--- src/u8ks_pkg.sv ---
// Shared types, constants and decode functions for the UTF-8 to keysym decoder.
// Used by every module of the block and by its port checker; depends on nothing.
package u8ks_pkg;

   localparam logic [24:0] TabKeysym   = 25'h00FF09;
   localparam logic [20:0] TabCodePt   = 21'h000009;
   localparam logic [20:0] FirstPrint  = 21'h000020;
   localparam logic [20:0] Latin1Limit = 21'h000100;
   localparam logic [3:0]  UnicodeHigh = 4'h8;

   typedef struct packed {
      logic [7:0] data_byte;
      logic       line_end;
   } req_type;

   typedef struct packed {
      logic [24:0] keysym;
      logic        tab_key;
      logic        run_last;
   } rsp_type;

   // One unit of work for the back end: the held bytes plus the new one.
   typedef struct packed {
      logic [3:0][7:0] bytes;
      logic [2:0]      count;
      logic            line_end;
   } job_type;

   // Sequence length announced by a lead byte; zero for a byte that cannot lead.
   function automatic logic [2:0] lead_length(input logic [7:0] c);
      logic [2:0] len;
      if (!c[7]) begin
         len = 3'd1;
      end else if (c[7:5] == 3'b110) begin
         len = 3'd2;
      end else if (c[7:4] == 4'b1110) begin
         len = 3'd3;
      end else if (c[7:3] == 5'b11110) begin
         len = 3'd4;
      end else begin
         len = 3'd0;
      end
      return len;
   endfunction

   // Continuation bytes contribute their low six bits without any check.
   function automatic logic [20:0] decode_cp(input logic [3:0][7:0] w, input logic [2:0] len);
      logic [20:0] cp;
      case (len)
         3'd1:    cp = {13'd0, w[0]};
         3'd2:    cp = {10'd0, w[0][4:0], w[1][5:0]};
         3'd3:    cp = {5'd0, w[0][3:0], w[1][5:0], w[2][5:0]};
         default: cp = {w[0][2:0], w[1][5:0], w[2][5:0], w[3][5:0]};
      endcase
      return cp;
   endfunction

   function automatic rsp_type make_word(input logic [20:0] cp);
      rsp_type w;
      w.run_last = 1'b0;
      if (cp == TabCodePt) begin
         w.keysym  = TabKeysym;
         w.tab_key = 1'b1;
      end else if (cp < Latin1Limit) begin
         w.keysym  = {4'd0, cp};
         w.tab_key = 1'b0;
      end else begin
         w.keysym  = {UnicodeHigh, cp};
         w.tab_key = 1'b0;
      end
      return w;
   endfunction

endpackage

--- src/utf8_to_keysym_decoder.sv ---
// The decoder takes one UTF-8 byte per cycle while its job queue has room and
// emits one keysym word per decoded character that is a tab or a printable
// code point. A byte that completes a character, cannot lead one, or ends a
// line becomes a job; the back end scans each job one position at a time,
// stepping over each character found and each byte skipped. Words wait in a
// one-word output register; the last word caused by a byte has run_last set.
// JobDepth sets how many jobs may wait between the halves.
// Top level; depends on u8ks_pkg, u8ks_front, u8ks_job_queue and u8ks_back.
module utf8_to_keysym_decoder #(
   parameter int unsigned JobDepth = 2
) (
   input  logic             clock,
   input  logic             reset,
   input  logic             req_push,
   output logic             req_full,
   input  u8ks_pkg::req_type req_data,
   output logic             rsp_empty,
   input  logic             rsp_pop,
   output u8ks_pkg::rsp_type rsp_data
);
   import u8ks_pkg::*;

   logic    q_push;
   logic    q_full;
   job_type q_push_data;
   logic    q_pop;
   logic    q_head_valid;
   job_type q_head_data;

   u8ks_front u_front (
      .clock    (clock),
      .reset    (reset),
      .req_push (req_push),
      .req_full (req_full),
      .req_data (req_data),
      .q_full   (q_full),
      .q_push   (q_push),
      .q_data   (q_push_data)
   );

   u8ks_job_queue #(
      .Depth (JobDepth)
   ) u_queue (
      .clock      (clock),
      .reset      (reset),
      .push       (q_push),
      .push_data  (q_push_data),
      .full       (q_full),
      .pop        (q_pop),
      .head_valid (q_head_valid),
      .head_data  (q_head_data)
   );

   u8ks_back u_back (
      .clock     (clock),
      .reset     (reset),
      .job_valid (q_head_valid),
      .job       (q_head_data),
      .job_pop   (q_pop),
      .rsp_empty (rsp_empty),
      .rsp_pop   (rsp_pop),
      .rsp_data  (rsp_data)
   );

endmodule

--- src/u8ks_front.sv ---
// Front end of the decoder: takes input bytes and gathers multi-byte sequences.
// Depends on u8ks_pkg; feeds jobs to u8ks_job_queue.
module u8ks_front (
   input  logic             clock,
   input  logic             reset,
   input  logic             req_push,
   output logic             req_full,
   input  u8ks_pkg::req_type req_data,
   input  logic             q_full,
   output logic             q_push,
   output u8ks_pkg::job_type q_data
);
   import u8ks_pkg::*;

   logic [7:0]      pend_bytes_ff [3];
   logic [7:0]      pend_bytes_in [3];
   logic [1:0]      pend_count_ff;
   logic [1:0]      pend_count_in;
   logic [3:0][7:0] gather;
   logic [2:0]      total;
   logic [2:0]      first_len;
   logic            accept;
   logic            hold;

   always_comb begin
      accept = req_push && !q_full;
      for (int k = 0; k < 3; k++) begin
         gather[k] = (2'(k) < pend_count_ff) ? pend_bytes_ff[k] : req_data.data_byte;
      end
      gather[3] = req_data.data_byte;
      total     = {1'b0, pend_count_ff} + 3'd1;
      first_len = lead_length(gather[0]);
      // An unfinished sequence waits here unless the line ends with it.
      hold      = !req_data.line_end && (total < first_len);

      q_data.bytes    = gather;
      q_data.count    = total;
      q_data.line_end = req_data.line_end;
      q_push          = accept && !hold;
      req_full        = q_full;

      pend_bytes_in = pend_bytes_ff;
      pend_count_in = pend_count_ff;
      if (accept) begin
         if (hold) begin
            for (int k = 0; k < 3; k++) begin
               pend_bytes_in[k] = gather[k];
            end
            pend_count_in = total[1:0];
         end else begin
            pend_count_in = 2'd0;
         end
      end
   end

   always_ff @(posedge clock) begin
      pend_bytes_ff <= pend_bytes_in;
      if (reset) begin
         pend_count_ff <= 2'd0;
      end else begin
         pend_count_ff <= pend_count_in;
      end
   end

endmodule

--- src/u8ks_job_queue.sv ---
// Short register queue that parts the decoder front end from its back end.
// Depends on u8ks_pkg for the job type.
module u8ks_job_queue #(
   parameter int unsigned Depth = 2
) (
   input  logic             clock,
   input  logic             reset,
   input  logic             push,
   input  u8ks_pkg::job_type push_data,
   output logic             full,
   input  logic             pop,
   output logic             head_valid,
   output u8ks_pkg::job_type head_data
);
   import u8ks_pkg::*;

   localparam int unsigned PtrW = $clog2(Depth);
   localparam int unsigned CntW = $clog2(Depth + 1);
   localparam logic [PtrW-1:0] LastSlot = PtrW'(Depth - 1);

   job_type         slots_ff [Depth];
   logic [PtrW-1:0] wr_ptr_ff, wr_ptr_in;
   logic [PtrW-1:0] rd_ptr_ff, rd_ptr_in;
   logic [CntW-1:0] count_ff, count_in;
   logic            do_push;
   logic            do_pop;

   always_comb begin
      full       = (count_ff == CntW'(Depth));
      head_valid = (count_ff != '0);
      head_data  = slots_ff[rd_ptr_ff];
      do_push    = push && !full;
      do_pop     = pop && head_valid;
      wr_ptr_in  = wr_ptr_ff;
      rd_ptr_in  = rd_ptr_ff;
      count_in   = count_ff;
      if (do_push) begin
         wr_ptr_in = (wr_ptr_ff == LastSlot) ? '0 : wr_ptr_ff + PtrW'(1);
      end
      if (do_pop) begin
         rd_ptr_in = (rd_ptr_ff == LastSlot) ? '0 : rd_ptr_ff + PtrW'(1);
      end
      if (do_push && !do_pop) begin
         count_in = count_ff + CntW'(1);
      end else if (do_pop && !do_push) begin
         count_in = count_ff - CntW'(1);
      end
   end

   always_ff @(posedge clock) begin
      if (do_push) begin
         slots_ff[wr_ptr_ff] <= push_data;
      end
      if (reset) begin
         wr_ptr_ff <= '0;
         rd_ptr_ff <= '0;
         count_ff  <= '0;
      end else begin
         wr_ptr_ff <= wr_ptr_in;
         rd_ptr_ff <= rd_ptr_in;
         count_ff  <= count_in;
      end
   end

endmodule

--- src/u8ks_back.sv ---
// Back end of the decoder: walks a job one sequence or skipped byte at a time and emits keysym words.
// Depends on u8ks_pkg; reads jobs from u8ks_job_queue and owns the output register.
module u8ks_back (
   input  logic             clock,
   input  logic             reset,
   input  logic             job_valid,
   input  u8ks_pkg::job_type job,
   output logic             job_pop,
   output logic             rsp_empty,
   input  logic             rsp_pop,
   output u8ks_pkg::rsp_type rsp_data
);
   import u8ks_pkg::*;

   logic [2:0]      pos_ff, pos_in;
   rsp_type         held_ff, held_in;
   logic            held_valid_ff, held_valid_in;
   rsp_type         rsp_ff, rsp_in;
   logic            rsp_valid_ff, rsp_valid_in;

   logic [3:0][7:0] window;
   logic [1:0]      idx;
   logic [2:0]      len;
   logic [2:0]      avail;
   logic [2:0]      next_pos;
   logic [20:0]     cp;
   logic            at_end;
   logic            emit;
   logic            done;
   logic            out_free;
   logic            need_out;
   logic            send;
   rsp_type         send_word;
   rsp_type         new_word;

   // One step of the scan at the current position.
   always_comb begin
      idx = pos_ff[1:0];
      for (int k = 0; k < 4; k++) begin
         window[k] = job.bytes[idx + 2'(k)];
      end
      at_end   = (pos_ff >= job.count);
      len      = lead_length(window[0]);
      avail    = job.count - pos_ff;
      cp       = decode_cp(window, len);
      new_word = make_word(cp);
      emit     = 1'b0;
      done     = 1'b0;
      next_pos = pos_ff;
      if (at_end) begin
         done = 1'b1;
      end else if (len == 3'd0) begin
         next_pos = pos_ff + 3'd1;
      end else if (avail < len) begin
         // A truncated sequence at the end of a line: drop its lead and rescan.
         if (job.line_end) begin
            next_pos = pos_ff + 3'd1;
         end else begin
            done = 1'b1;
         end
      end else begin
         next_pos = pos_ff + len;
         emit     = (cp == TabCodePt) || (cp >= FirstPrint);
      end
      if (next_pos >= job.count) begin
         done = 1'b1;
      end
   end

   // A found word is held back until it is known whether another follows,
   // so that the last one of a job can carry run_last.
   always_comb begin
      out_free      = !rsp_valid_ff || rsp_pop;
      need_out      = (emit && (held_valid_ff || done)) || (!emit && done && held_valid_ff);
      pos_in        = pos_ff;
      held_in       = held_ff;
      held_valid_in = held_valid_ff;
      send          = 1'b0;
      send_word     = held_ff;
      job_pop       = 1'b0;
      if (job_valid && (!need_out || out_free)) begin
         if (emit && held_valid_ff) begin
            send               = 1'b1;
            send_word          = held_ff;
            send_word.run_last = 1'b0;
            held_in            = new_word;
            pos_in             = next_pos;
         end else if (emit && done) begin
            send               = 1'b1;
            send_word          = new_word;
            send_word.run_last = 1'b1;
            pos_in             = 3'd0;
            job_pop            = 1'b1;
         end else if (emit) begin
            held_in       = new_word;
            held_valid_in = 1'b1;
            pos_in        = next_pos;
         end else if (done) begin
            send               = held_valid_ff;
            send_word          = held_ff;
            send_word.run_last = 1'b1;
            held_valid_in      = 1'b0;
            pos_in             = 3'd0;
            job_pop            = 1'b1;
         end else begin
            pos_in = next_pos;
         end
      end

      rsp_in       = rsp_ff;
      rsp_valid_in = rsp_valid_ff;
      if (send) begin
         rsp_in       = send_word;
         rsp_valid_in = 1'b1;
      end else if (rsp_pop) begin
         rsp_valid_in = 1'b0;
      end
      rsp_empty = !rsp_valid_ff;
      rsp_data  = rsp_ff;
   end

   always_ff @(posedge clock) begin
      held_ff <= held_in;
      rsp_ff  <= rsp_in;
      if (reset) begin
         pos_ff        <= 3'd0;
         held_valid_ff <= 1'b0;
         rsp_valid_ff  <= 1'b0;
      end else begin
         pos_ff        <= pos_in;
         held_valid_ff <= held_valid_in;
         rsp_valid_ff  <= rsp_valid_in;
      end
   end

endmodule

--- config.mk ---
export PLATFORM = sky130hd
export DESIGN_NAME = utf8_to_keysym_decoder
export DESIGN_NICKNAME = d
export VERILOG_FILES = /design/src/u8ks_pkg.sv /design/src/utf8_to_keysym_decoder.sv /design/src/u8ks_front.sv /design/src/u8ks_job_queue.sv /design/src/u8ks_back.sv
export SDC_FILE = /design/constraint.sdc
export NUM_CORES = 1
export LEC_CHECK = 0
export BUFFER_PORTS_ARGS = -buffer_cell sky130_fd_sc_hd__buf_2
export CAP_MARGIN = 5
export CORE_MARGIN = 2
export CORE_UTILIZATION = 30
export CTS_CLUSTER_SIZE = 28
export DETAILED_ROUTE_END_ITERATION = 7
export PLACE_DENSITY = 0.44
export SLEW_MARGIN = 25
export SYNTH_ARGS = -nofsm -noshare
export SYNTH_HDL_FRONTEND = slang
export SYNTH_HIERARCHICAL = 1
export SYNTH_SLANG_ARGS = --single-unit
--- constraint.sdc ---
create_clock -name clock -period 11.8 [get_ports clock]
set_clock_uncertainty 0.15 [all_clocks]
set_input_delay 1.18 -clock clock [delete_from_list [all_inputs] [get_ports clock]]
set_output_delay 1.18 -clock clock [all_outputs]
set_load 0.05 [all_outputs]
==> out/results.ini, run 1 <==
[setup_path]
crit_path_top_delay_cell = mux4_2
cpPeakStageDelay_ns = 0.71
path_delay_family = compound AO/OA/AOI/OAI gates
crit_path_max_fanout = 36
crit_top_cell = a21oi_1
worstPathRequired_ns = 12.01
end_kind = register
cp-start-kind = register
crit_type = reg -> reg
crit_buf_inv = 4
cp.arrival_ns = 6.87
crit_chain = buf_4, mux2_2, mux4_2, and2_0, nand2_1, ha_1, o21a_1, a21oi_1, a21oi_1, o311ai_0, inv_1, ha_1, nand2b_1, a21oi_1, nor2b_1, a2111oi_0, buf_4, inv_1, and3_1, o21ai_0, ha_1, or3_1, a21oi_1

[die]
die_w_um = 167
rows = 59
pin_count = 42
core_um2 = 26100
die-area_um2 = 27900
initial_core_util = 0.306
die_h_um = 167

[final_layout]
drive_above_1_share = 0.329
mostFrequentLayoutCells = edfxtp_1, mux2_2, buf_2, nand2_1, inv_1
final_common_cell = edfxtp_1
final_nets = 615
syn2layout_area_growth_pct = 12.7
diodes = 0

[sta]
slew_headroom = 0.485
rsz0062_at_grt = false
tns_ns = 0
timing.hold.ws_ns = 0.330
setup_viol = 0
drv_slew = 0
fin_crit_ns = 6.66
worst_slew_pin_slew_ns = 0.772
fmax_ghz = 0.150
hold_viol = 0
post-route-period-util = 0.565

[run]
cap_violations = 0

[synthesis]
syn_area_per_cell_um2 = 14.3
netlist_area_um2 = 7980
synthCells = 558
synth_flop_cell = edfxtp_1
synth-edff-count = 143
synthArstFlopShare = 0
ys_ff_latch = 155
synth_cell_types = 73
synth-seq-area-share = 0.568
synth_warnings = 6

[global_routing]
grt_usage = 0.124
grt_pass1_vias = 4771
grt_pass1_wl_um = 27100
antenna_found_initial = 0
grt_overflow = 0
grt_max_degree = 37

[clock_tree]
root_buffer = clkbuf_16
path_clk_slew_ns = 0.06
post-cts-setup-buffers = 0
cts_tree = yes
clk_path_buf_depth = 2
hold_buffers = 0
cts_resized = 0
clock_sinks = 155
htree_levels = 4
worstSkewPairLatency_ns = 0.43
cts_buffers = 17

[placed_design]
gp_congestion = 0.826
dp_hpwl_um = 11800
io_buffers = 38

[detailed_routing]
dr_wl_met2_um = 7870
vias = 4697
wl_met1_um = 8080
ant_nets = 0
drt_wl_total_um = 16800
drc = 0
wl_met3_um = 695
drtIter0Drc = 294
drtPass1Iterations = 5
wl_per_cell_um = 18.0
highest-signal-layer = met4
viasPerCell = 5.03

[min_path]
min-delay-path-class = reg -> reg
hp-start = u_back/pos_ff[2]$_SDFFE_PP0N_

[status]
status = finished clean

## logic make-up (layout without fill, tap and decap cells)
kind of cell,after synthesis,after routing,share of synthesized area
multiplexers,113,113,0.196
other,1,3,0.000470
buffers and inverters,66,104,0.0455
XOR/XNOR,6,6,0.00659
adder cells (fa/ha/maj),18,18,0.0298
AO/OA/AOI/OAI,84,84,0.0760
flip-flops,155,155,0.568
AND/OR/NAND/NOR,115,115,0.0775
## Yosys cell counts (8+ instances only)
| cell type | instances | area share |
|---|---|---|
| nor2_1 | 23 | 0.011 |
| mux4_2 | 22 | 0.062 |
| nor2b_1 | 8 | 0.0063 |
| clkbuf_1 | 8 | 0.0038 |
| mux2_4 | 15 | 0.028 |
| buf_4 | 18 | 0.017 |
| dfxtp_1 | 12 | 0.030 |
| mux2i_1 | 10 | 0.013 |
| nand2b_1 | 10 | 0.0078 |
| nand3_1 | 9 | 0.0056 |
| mux2_2 | 66 | 0.093 |
| nand2_1 | 26 | 0.012 |
| a21oi_1 | 19 | 0.012 |
| inv_1 | 25 | 0.012 |
| ha_1 | 15 | 0.024 |
| edfxtp_1 | 143 | 0.54 |
## path summary, 6_finish.rpt
check / slack, ns / cells past startpoint / to
setup / recovery: 5.14 / 23 / u_queue/count_ff[1]$_SDFFE_PP0P_
hold reg to reg: 0.33 / 1 / u_back/pos_ff[2]$_SDFFE_PP0N_
hold / removal: 0.33 / 1 / u_back/pos_ff[2]$_SDFFE_PP0N_
setup reg to reg: 5.14 / 23 / u_queue/count_ff[1]$_SDFFE_PP0P_
## stage by stage
stage          std cells  utilization  setup slack, ns  area [um^2]
2_1_floorplan        560            -             4.51         7990
3_3_place_gp         900        0.323             5.18         8410
3_5_place_dp         901        0.323             5.19         8430
4_1_cts              933        0.345             5.12         8990
5_1_grt              933        0.345             4.60         8990
6_report             933        0.345             5.14         8990
## final cells by class
| type | count | area [um^2] |
|---|---|---|
| fill | 2519 | 17100 |
| sequential | 155 | 4540 |
| multi-input combinational | 339 | 3110 |
| clock buffer | 18 | 429 |
| tap | 335 | 419 |
| timing repair buffer | 47 | 265 |
| clock inverter | 14 | 136 |
| inverter | 25 | 93.8 |
## registers in the layout (all words and copies together), names as in the netlist, 2 cells and up, named ones only
register	count
u_back/held_ff	23
u_back/pos_ff	3
u_back/rsp_data	24
u_front/pend_bytes_ff	24
u_front/pend_count_ff	2
u_queue/count_ff	2
u_queue/slots_ff	72
## layer usage
layer / track usage / vias up
met5: 0 / -
met4: 0.0330 / 0
met3: 0.0317 / 13
met2: 0.196 / 119
met1: 0.169 / 2356
li1: - / 2209
Power of run 1 is not shown: default switching activity piles up to over one toggle a cycle in this logic, so the estimate is an artifact.
==> run 2, diff against run 1 <==
- ABC_AREA: unset -> 1
- PLACE_DENSITY: 0.44 -> 0.45
- clock period: 11.8 -> 5.8 ns (I/O delays scaled with it)
==> run 2 against run 1 <==
Net effect:
- first-iteration DRC count grew 37%
- die area grew 8.3%
- via count grew 27%
- utilization is essentially flat
- register-to-register slack lost 4.6 ns
- global-route usage grew 0.94 points
- cell count grew 42%
- wire length grew 16%
- synthesized area grew 8.5%
- critical path depth grew 10
==> out/results.ini, run 2 <==
[global_routing]
grt_overflow = 0
grt_usage = 0.133
antenna_found_initial = 0
grt_pass1_wl_um = 31500
grt_max_degree = 50
grt_pass1_vias = 5678

[setup_path]
crit_end = u_back/rsp_data[7]$_DFFE_PP_
cp.arrival_ns = 5.28
end_kind = register
r2r_cells = 33
crit_type = reg -> reg
crit_top_cell = nand2_1
r2r-end = u_back/rsp_data[7]$_DFFE_PP_
r2r_slack_ns = 0.50
crit_path_max_fanout = 24
worstPathRequired_ns = 5.78
cp-start-kind = register
cpPeakStageDelay_ns = 0.36
crit_path_top_delay_cell = dfxtp_2

[run]
cap_violations = 0

[detailed_routing]
drtIter0Drc = 402
ant_nets = 0
wl_per_cell_um = 14.7
drtPass1Iterations = 5
drt_wl_total_um = 19400
viasPerCell = 4.50
drc = 0
vias = 5954

[placed_design]
gp_congestion = 0.833
placedCellCount = 1291
io_buffers = 38
dp_hpwl_um = 13800

[final_layout]
diodes = 0
filler_cell_count = 2995
mostFrequentLayoutCells = nand2_1, edfxtp_1, inv_1, nand3_1, nor2_1
syn2layout_area_growth_pct = 13.7
final_nets = 956
drive_above_1_share = 0.208
final_common_cell = nand2_1
final_cells = 1323
largest_register_ffs = 72
utilization = 0.345
max_flop_register = u_queue/slots_ff

[die]
die_w_um = 174
die-area_um2 = 30200
core_um2 = 28500
die_h_um = 174
rows = 62
initial_core_util = 0.303
pin_count = 42

[synthesis]
synthTopCellsByCount = nand2_1, edfxtp_1, inv_1
synth_flop_cell = edfxtp_1
synth-edff-count = 143
synth_top_area_share = 0.496
synthCells = 893
synth_most_common_cell = nand2_1
netlist_top_cells_area = edfxtp_1, nand2_1, mux2_4
synth_cell_types = 51
synth_warnings = 6
yosysTopAreaCell = edfxtp_1
ys_ff_latch = 155
synthArstFlopShare = 0
synth-seq-area-share = 0.523
syn_area_per_cell_um2 = 9.70
netlist_area_um2 = 8660

[sta]
slew_headroom = 0.449
post-route-period-util = 0.914
drv_slew = 0
tns_ns = 0
hold_viol = 0
worst_slew_pin_slew_ns = 0.827
setup_viol = 0
fmax_ghz = 0.189
rsz0062_at_grt = false
fin_crit_ns = 5.30

[min_path]
min-delay-path-class = in -> reg

[clock_tree]
clock_sinks = 155
cts_buffers = 17
clk_path_buf_depth = 2
cts_tree = yes
hold_buffers = 0
root_buffer = clkbuf_16
path_clk_slew_ns = 0.07
worstSkewPairLatency_ns = 0.43
htree_levels = 4

[status]
status = finished clean

==> run 2: cell count changes in the layout (fill, tap and decap cells not counted), sizes merged, moves of 9 or more <==
cell / delta
nand2: +272
inv: +64
o21ai: +57
nand3: +53
mux2: -45
nor2: +35
nand4: +24
mux4: -22
buf: +13
mux2i: -10
nand2b: -10
nor2b: -9
==> run 2: worst max-delay path, delay by kind of cell (launching register included) <==
family          cells  cell delay [ns]
buf+inv             8             1.25
compound gates      4             0.52
simple gates       18             1.86
fa+ha+maj           2             0.53
flops               1             0.36
mux                 1             0.32
==> run 2: metrics by stage <==
stage	instance area (um^2)	setup slack [ns]	hold slack, ns
floorplan	8670	0.326	0.315
global placement	9170	0.542	0.345
detailed placement	9170	0.391	0.345
CTS	9820	0.365	0.183
global route	9840	0.00499	0.184
finish	9840	0.500	0.203
==> run 2: cell type report <==
class	count	area, um^2	share of cell area
clock buffers	17	425	0.0432
multi-input cells	605	3420	0.348
flip-flops and latches	155	4540	0.461
repair buffers	60	405	0.0412
clock inverters	15	225	0.0229
inverters	87	349	0.0355
well taps	384	480	0.0488
==> run 2: cell families (layout without fill, tap and decap cells) <==
group                    count (synthesis)  after routing  share of synthesized area
flip-flops                             155            155                      0.523
multiplexers                            36             36                     0.0598
buffers and inverters                  135            179                     0.0862
adder cells (fa/ha/maj)                 17             17                     0.0263
AO/OA/AOI/OAI                           92             92                     0.0588
XOR/XNOR                                 5              5                    0.00506
other                                    1              3                   0.000433
AND/OR/NAND/NOR                        452            452                      0.240
==> run 2: metal layers <==
| layer | part of all wire | GRT usage |
|---|---|---|
| met4 | 0.0098 | 0.0389 |
| met2 | 0.46 | 0.214 |
| met1 | 0.50 | 0.182 |
| met3 | 0.029 | 0.0249 |
| met5 | 0 | 0 |
==> run 2: how the worst min path moves through the flow <==
| stage | start | to | slack (ns) | cells past startpoint |
|---|---|---|---|---|
| after floorplan | u_queue/rd_ptr_ff$_SDFFE_PP0P_ | register | 0.31 | 2 |
| after CTS | req_data[1] | u_queue/slots_ff[0][28]$_DFFE_PP_ | 0.18 | 1 |
| after global routing | req_data[4] | u_queue/slots_ff[1][31]$_DFFE_PP_ | 0.18 | 1 |
| after detailed placement | u_back/held_ff[7]$_DFFE_PP_ | u_back/rsp_data[7]$_DFFE_PP_ | 0.35 | 2 |
| after global placement | u_back/held_ff[7]$_DFFE_PP_ | u_back/rsp_data[7]$_DFFE_PP_ | 0.34 | 2 |
| final | req_data[4] | u_queue/slots_ff[1][31]$_DFFE_PP_ | 0.20 | 1 |
==> run 2: timing repair <==
item / CTS / global route
endpoints found under the setup margin: 0 / 25
gates resized for setup: 0 / 8
buffers inserted: 0 / 0
Power of run 2 is left out for the same reason.
==> run 3, diff against run 2 <==
- CORE_UTILIZATION: 30 -> 25
- GPL_ROUTABILITY_DRIVEN: unset -> 0
- PLACE_DENSITY: 0.45 -> 0.4
- RECOVER_POWER: unset -> 100
==> run 3 against run 2 <==
Net effect:
- sequential cell count did not move
- global-route usage fell by 1.5 points
- fmax fell by 0.38%
- utilization fell by 6.1 points
- setup slack got worse by 0.020 ns
- sequential share of layout area rose by 0.45 points
- highest routed layer unchanged
==> out/results.ini, run 3 (synthesized netlist as in run 2, its figures left out) <==
[status]
status = finished clean

[die]
pin_count = 42
die_h_um = 190
core_um2 = 34400
initial_core_util = 0.252
rows = 68
die-area_um2 = 36200
die_w_um = 190

[sta]
timing.hold.ws_ns = 0.226
fmax_ghz = 0.188
setup_viol = 0
worst_slew_pin_slew_ns = 1.01
post-route-period-util = 0.917
drv_slew = 0
slew_headroom = 0.328
rsz0062_at_grt = false
fin_crit_ns = 5.32
hold_viol = 0
tns_ns = 0

[detailed_routing]
drtPass1Iterations = 4
drtIter0Drc = 311
drt_wl_total_um = 20500
ant_nets = 0
viasPerCell = 4.24
drc = 0
vias = 5914
wl_per_cell_um = 14.7

[clock_tree]
clock_sinks = 155
cts_tree = yes
hold_buffers = 0
worstSkewPairLatency_ns = 0.44
root_buffer = clkbuf_16
htree_levels = 4
cts_buffers = 17
path_clk_slew_ns = 0.07
post-cts-setup-buffers = 0
cts_resized = 0
clk_path_buf_depth = 2

[global_routing]
grt_max_degree = 50
grt_pass1_wl_um = 32700
grt_pass1_vias = 5815
grt_overflow = 0
antenna_found_initial = 0
grt_usage = 0.118

[setup_path]
r2r-end = u_back/rsp_data[19]$_DFFE_PP_
cp-start-kind = register
r2r_slack_ns = 0.48
end_kind = register
crit_top_cell = nand2_1
cp.arrival_ns = 5.31
worstPathRequired_ns = 5.79
r2r_cells = 32
crit_path_max_fanout = 19
crit_type = reg -> reg
cpPeakStageDelay_ns = 0.43
path_delay_family = simple AND/OR/NAND/NOR gates
crit_path_top_delay_cell = dfxtp_4
crit_buf_inv = 7

[min_path]
hold_depth = 1
hp-start = req_data[1]
holdPathEnd = u_queue/slots_ff[0][28]$_DFFE_PP_
min-delay-path-class = in -> reg

[run]
cap_violations = 0

[final_layout]
mostFrequentLayoutCells = nand2_1, edfxtp_1, inv_1, o21ai_0, nand3_1
final_nets = 956
drive_above_1_share = 0.149
largest_register_ffs = 72
diodes = 0
syn2layout_area_growth_pct = 12.6
final_common_cell = nand2_1
max_flop_register = u_queue/slots_ff
utilization = 0.284

[placed_design]
dp_hpwl_um = 14500
io_buffers = 38

-- run 3: cell type report --
type / instances / area, um^2
Clock inverter: 14 / 149
Clock buffer: 18 / 429
Multi-Input combinational cell: 605 / 3360
Fill cell: 3662 / 24600
Sequential cell: 155 / 4540
Timing Repair Buffer: 60 / 362
Inverter: 87 / 349
Tap cell: 455 / 569
-- run 3: how the worst max path moves through the flow --
stage / to / slack [ns] / cells past startpoint
final: u_back/rsp_data[19]$_DFFE_PP_ / 0.48 / 32
after global routing: u_back/rsp_data[19]$_DFFE_PP_ / 0.02 / 33
after CTS: u_queue/count_ff[1]$_SDFFE_PP0P_ / 0.31 / 37
after detailed placement: u_queue/count_ff[1]$_SDFFE_PP0P_ / 0.31 / 37
after global placement: u_queue/count_ff[1]$_SDFFE_PP0P_ / 0.46 / 37
after floorplan: u_back/held_ff[10]$_DFFE_PP_ / 0.33 / 29
-- run 3: per-stage QoR --
| stage | worst slack [ns] | area (um^2) | cells |
|---|---|---|---|
| 3_5_place_dp | 0.312 | 9270 | 1362 |
| 4_1_cts | 0.307 | 9850 | 1394 |
| 2_1_floorplan | 0.326 | 8670 | 895 |
| 6_report | 0.480 | 9760 | 1394 |
| 5_1_grt | 0.0181 | 9760 | 1394 |
| 3_3_place_gp | 0.463 | 9270 | 1362 |
-- run 3: worst reg2reg max path: cells and delay by family, from the launching register on --
family	cells	cell delay [ns]
adders and majority gates	2	0.54
buffers and inverters	7	1.24
AOI/OAI and AO/OA	5	0.59
DFF	1	0.43
and+or+nand+nor	17	1.74
muxes	1	0.31
-- run 3: routing by layer --
layer,track usage,vias to the layer above,wire (um)
met2,0.192,54,9530
met3,0.0232,9,423
met1,0.159,2802,10300
li1,-,3049,-
met5,0,-,0
met4,0.0313,0,179
Power of run 3 is left out for the same reason.
